--- src/sv/sck_pkg.sv ---
// Package for the spherical covariance kernel: fixed-point widths, constants,
// register index codes and the result flag struct. No dependencies.
`default_nettype none

package sck_pkg;

  localparam int FRAC_BITS    = 16;
  localparam int MAX_DIMS_DEF = 3;
  localparam int NUM_COORDS   = 3;
  localparam int COORD_W      = 32;
  localparam int CFG_W        = 32;
  localparam int COV_W        = 48;
  localparam int ADDR_W       = 5;
  localparam int DIMS_W       = 2;
  // Width of a scaled difference after the first shift.
  localparam int E_W          = COORD_W + CFG_W - FRAC_BITS;
  // Width of amplitude squared after the shift.
  localparam int AMP2_W       = 2 * CFG_W - FRAC_BITS;

  localparam logic [FRAC_BITS:0] ONE_FX   = (FRAC_BITS + 1)'(1) << FRAC_BITS;
  localparam logic [CFG_W-1:0]   ONE_CFG  = CFG_W'(1) << FRAC_BITS;
  localparam logic [DIMS_W-1:0]  DIMS_RST = DIMS_W'(3);
  localparam logic [COV_W-1:0]   COV_MAX  = {COV_W{1'b1}};

  typedef enum logic [2:0] {
    REG_INV_SCALE_0 = 3'd0,
    REG_INV_SCALE_1 = 3'd1,
    REG_INV_SCALE_2 = 3'd2,
    REG_INV_RADIUS  = 3'd3,
    REG_AMPLITUDE   = 3'd4,
    REG_NUGGET      = 3'd5,
    REG_DIMS        = 3'd6
  } reg_idx_e;

  typedef struct packed {
    logic outside;
    logic origin;
  } res_flags_t;

endpackage

`default_nettype wire

--- src/sv/sck_isqrt.sv ---
// Pipelined integer square root, one result bit per register stage, with
// the outside-support flag carried alongside. Depends on sck_pkg.
`default_nettype none

module sck_isqrt
  import sck_pkg::*;
#(
  parameter int SUM_W = 2 * FRAC_BITS + 2
) (
  input  logic                        clk_i,
  input  logic                        adv_i,
  input  logic [SUM_W-1:0]            sum_i,
  input  logic                        over_i,
  output logic [(SUM_W+1)/2-1:0]      z_o,
  output logic                        over_o
);

  localparam int R_W = (SUM_W + 1) / 2;

  logic [SUM_W-1:0] rem_q  [R_W];
  logic [R_W-1:0]   root_q [R_W];
  logic             ov_q   [R_W];

  for (genvar g = 0; g < R_W; g++) begin : g_stage
    localparam int K = R_W - 1 - g;
    logic [SUM_W-1:0] rem_in, rem_d;
    logic [R_W-1:0]   root_in, root_d;
    logic             ov_in;
    logic [SUM_W+1:0] trial;
    logic             take;

    if (g == 0) begin : g_first
      assign rem_in  = sum_i;
      assign root_in = '0;
      assign ov_in   = over_i;
    end else begin : g_next
      assign rem_in  = rem_q[g-1];
      assign root_in = root_q[g-1];
      assign ov_in   = ov_q[g-1];
    end

    // Setting bit K of the root raises its square by 2*root*2^K + 2^(2K).
    assign trial  = ((SUM_W+2)'(root_in) << (K + 1)) | ((SUM_W+2)'(1) << (2 * K));
    assign take   = {2'b00, rem_in} >= trial;
    assign rem_d  = take ? (rem_in - trial[SUM_W-1:0]) : rem_in;
    assign root_d = take ? (root_in | (R_W'(1) << K)) : root_in;

    always_ff @(posedge clk_i) begin
      if (adv_i) begin
        rem_q[g]  <= rem_d;
        root_q[g] <= root_d;
        ov_q[g]   <= ov_in;
      end
    end
  end

  assign z_o    = root_q[R_W-1];
  assign over_o = ov_q[R_W-1];

endmodule

`default_nettype wire

--- config.mk ---
export PLATFORM = sky130hd
export DESIGN_NAME = sck_isqrt
export DESIGN_NICKNAME = d
export VERILOG_FILES = /design/src/sv/sck_pkg.sv /design/src/sv/sck_isqrt.sv
export SDC_FILE = /design/constraint.sdc
export NUM_CORES = 1
export LEC_CHECK = 0
export ABC_AREA = 1
export BUFFER_PORTS_ARGS = -buffer_cell sky130_fd_sc_hd__buf_2
export CAP_MARGIN = 0
export CELL_PAD_IN_SITES_DETAIL_PLACEMENT = 1
export CELL_PAD_IN_SITES_GLOBAL_PLACEMENT = 2
export CORE_UTILIZATION = 37
export CTS_BUF_LIST = sky130_fd_sc_hd__clkbuf_16
export DETAILED_ROUTE_END_ITERATION = 7
export PLACE_DENSITY = 0.86
export SKIP_LAST_GASP = 1
export SYNTH_ARGS = -nofsm -noshare
export SYNTH_HDL_FRONTEND = slang
export SYNTH_SLANG_ARGS = --single-unit
export TNS_END_PERCENT = 50
--- constraint.sdc ---
create_clock -name clk_i -period 2.1 [get_ports clk_i]
set_clock_uncertainty 0.1 [all_clocks]
set_input_delay 0.105 -clock clk_i [delete_from_list [all_inputs] [get_ports clk_i]]
set_output_delay 0.105 -clock clk_i [all_outputs]
set_load 0.05 [all_outputs]
==> flow_metrics.py <==
metrics = {
    "final_layout": {
        "drive_above_1_share": 0.405,
        "mostFrequentLayoutCells": "1042 x buf_4, 939 x nand2_1, 714 x edfxtp_1, 548 x inv_1, 320 x nor2_1",
        "stdcell_count": 6994,
        "syn2layout_area_growth_pct": 48.6,
        "nNetsFinal": 5751,
        "seq_area_sq_mm": 0.0214,
        "multi_input_area_sq_mm": 0.0192,
        "final_common_cell": "buf_4",
        "final_util": 0.557,
        "fill_cells": 11400,
    },
    "global_route": {
        "grt_util_all_layers": 0.291,
        "gr-total-overflow": 0,
        "grt_first_pass_wirelength_um": 238000,
        "first_global_vias": 39900,
        "grt_max_degree": 69,
        "antenna_found_initial": 6,
    },
    "timing": {
        "whs_ns": -0.00965,
        "min_period_ns": 2.80,
        "final.period_utilization": 1.33,
        "max_freq_mhz": 357,
        "setup_viol": 285,
        "maxSlewViolCount": 0,
        "setup_tns_ns": -103.59,
        "worstMarginPinSlew_ns": 1.04,
        "fin_ws_ns": -0.698,
        "final-hold-violation-count": 3,
        "grt_setup_unrepaired": "yes",
        "relSlewSlack": 0.303,
    },
    "detailed_routing": {
        "ant_nets": 0,
        "vias": 40000,
        "vias_per_cell": 5.72,
        "wl_um": 196000,
        "dr.first_iter.drc_count": 4248,
        "wl_per_cell_um": 28.0,
        "firstDrtPassIters": 8,
        "drc_errors": 0,
    },
    "die": {
        "placementRows": 118,
        "ios": 55,
        "dieArea_sq_mm": 0.107,
        "initial_utilization": 0.375,
        "die_x_um": 327,
        "core_sq_mm": 0.104,
        "die_h_um": 327,
    },
    "pwr": {
        "pwr-share-comb": 0.351,
        "irDropWorstVdd_v": 0.000862,
        "finalPower_mw": 52.8,
        "p_int_mw": 33.3,
        "seq_power_share": 0.367,
        "clkPwrFrac": 0.282,
        "powerDensity_mw_per_mm2": 911,
        "netSwitchingFraction": 0.370,
        "static-leakage-power_nw": 25.7,
        "switching_power_mw": 19.5,
    },
    "outcome": {
        "violations": "hold timing, setup timing",
        "status": "finished, violations left",
    },
    "clock_tree": {
        "clockRootBuffer": "clkbuf_16",
        "clk_path_buf_depth": 3,
        "clkSlewWorstSetupHoldPaths_ns": 0.07,
        "cts_tree": "done",
        "h-tree-depth": 3,
        "insertion_delay_ns": 0.75,
        "cts.sinks": 714,
        "numCtsBuffers": 82,
    },
    "synth": {
        "synthFlopType": "edfxtp_1",
        "yosysSeqAreaShare": 0.550,
        "synth_area_per_cell_sq_um": 9.21,
        "ys_seq_elements": 714,
        "synth_fp_nets": 4438,
        "synthArstFlopShare": 0,
        "syn_area_sq_mm": 0.0390,
        "synth_edf_count": 714,
        "synth.area.top_cells": "edfxtp_1 55%, nand2_1 12%, inv_1 6.0%",
        "synth_top_cell_by_area": "edfxtp_1",
        "syn_inst": 4235,
        "yosysTopAreaCellShare": 0.550,
        "yosysWarningCount": 0,
        "yosysUniqueCellTypes": 51,
    },
    "placed_design": {
        "placed_cells": 6470,
        "place_congestion": 0.920,
        "io_buffers": 54,
        "hpwlAfterDp_um": 98100,
    },
    "min_path": {
        "min_path_type": "in -> reg",
    },
    "setup_path": {
        "crit_required_ns": 2.41,
        "end_kind": "flip-flop",
        "worstPathMaxFanout": 5,
        "crit_arrival_ns": 3.11,
        "critPathLaunchType": "flip-flop",
        "critPathKind": "reg -> reg",
    },
    "run": {
        "cap_viol_max_count": 0,
    },
}
==> final cells by class <==
cell class | count | area share
diodes | 3 | 0.000130
clock buffers | 82 | 0.0354
clock inverters | 65 | 0.00896
inverters | 657 | 0.0443
multi-input cells | 2834 | 0.331
flip-flops and latches | 714 | 0.370
well taps | 1380 | 0.0298
repair buffers | 1252 | 0.179
repair inverters | 7 | 0.00155
==> flip-flops by register name, summed over array words and instances, names as in the netlist <==
name / cells
root_q: 153
rem_q: 544
ov_q: 17
==> per-layer routing <==
layer / routed length (um) / vias to the layer above / GRT usage
li1: - / 16600 / -
met1: 68600 / 19700 / 0.336
met2: 96100 / 2602 / 0.527
met3: 14900 / 1045 / 0.0395
met4: 16600 / 4 / 0.145
met5: 23 / - / 0
==> cells by family (layout without fill, tap and decap cells) <==
logic type,count (synthesis),after routing,synth area share
compound gates,344,344,0.0554
xor+xnor,124,124,0.0279
fa+ha+maj,166,166,0.0533
buf+inv,688,2063,0.0708
flops,714,714,0.550
other cells,0,3,0
simple gates,2199,2200,0.243
==> power groups by stage <==
stage          combinational, mW  clock [mW]  sequential (mW)
2_1_floorplan               6.68           0             18.9
3_3_place_gp                12.4           0             19.2
3_5_place_dp                12.8           0             19.3
4_1_cts                     14.8        14.1             19.1
5_1_grt                     19.3        15.2             19.5
6_report                    18.5        14.9             19.4
==> final timing paths <==
path / startpoint / to / slack [ns] / cells past startpoint
setup reg to reg: rem_q[0][348]$_DFFE_PP_ / rem_q[0][393]$_DFFE_PP_ / -0.70 / 8
setup / recovery: rem_q[0][348]$_DFFE_PP_ / rem_q[0][393]$_DFFE_PP_ / -0.70 / 8
hold reg to reg: ov_q[0][11]$_DFFE_PP_ / ov_q[0][12]$_DFFE_PP_ / 0.32 / 0
hold / removal: sum_i[11] / rem_q[0][11]$_DFFE_PP_ / -0.01 / 2
==> per-stage QoR <==
| step | instance area [sq um] | setup slack [ns] |
|---|---|---|
| after global routing | 57900 | -0.678 |
| final | 57900 | -0.698 |
| after detailed placement | 47300 | -0.501 |
| after global placement | 47300 | -0.397 |
| after floorplan | 39000 | 0.00130 |
| after CTS | 54900 | -0.237 |
==> cell usage after synthesis (3+ instances only) <==
library cell	n
o211ai_1	5
o21bai_1	12
nand2_4	4
nor2_1	379
xor2_1	81
edfxtp_1	714
nor3_2	5
buf_2	5
and2_1	3
nor2_4	8
inv_1	626
a21oi_1	138
or2_2	18
nand2_1	1254
clkinv_1	3
a21boi_0	3
nand3_1	259
o21ai_2	21
a211oi_1	3
a21o_1	3
buf_4	10
ha_1	166
inv_2	26
nor2b_1	3
o21a_1	7
o21ai_1	20
o21ai_0	69
a21oi_2	56
buf_6	15
nand3_2	9
xnor2_1	43
nand3b_1	34
nand2_2	36
nor3_1	45
nor2_2	20
and3_1	4
nand4_1	70
nor4_1	41
==> worst max-delay path: stages (launching register included) <==
cell      delay [ns]
edfxtp_1        0.47
nor2_1          0.81
nand4_1         0.28
o21ai_2         0.27
nor2_4          0.08
buf_12          0.14
buf_12          0.15
nand2_4         0.06
nand2_1         0.08
==> what timing repair did <==
item                                    CTS  global route
gates resized for setup                 617           526
cloned                                   15             9
endpoints found under the hold margin   144             0
setup buffers                           186           129
endpoints found under the setup margin  266           283
hold buffers                             48             0
pin swaps                               161           185
(Power assumes the default switching activity.)
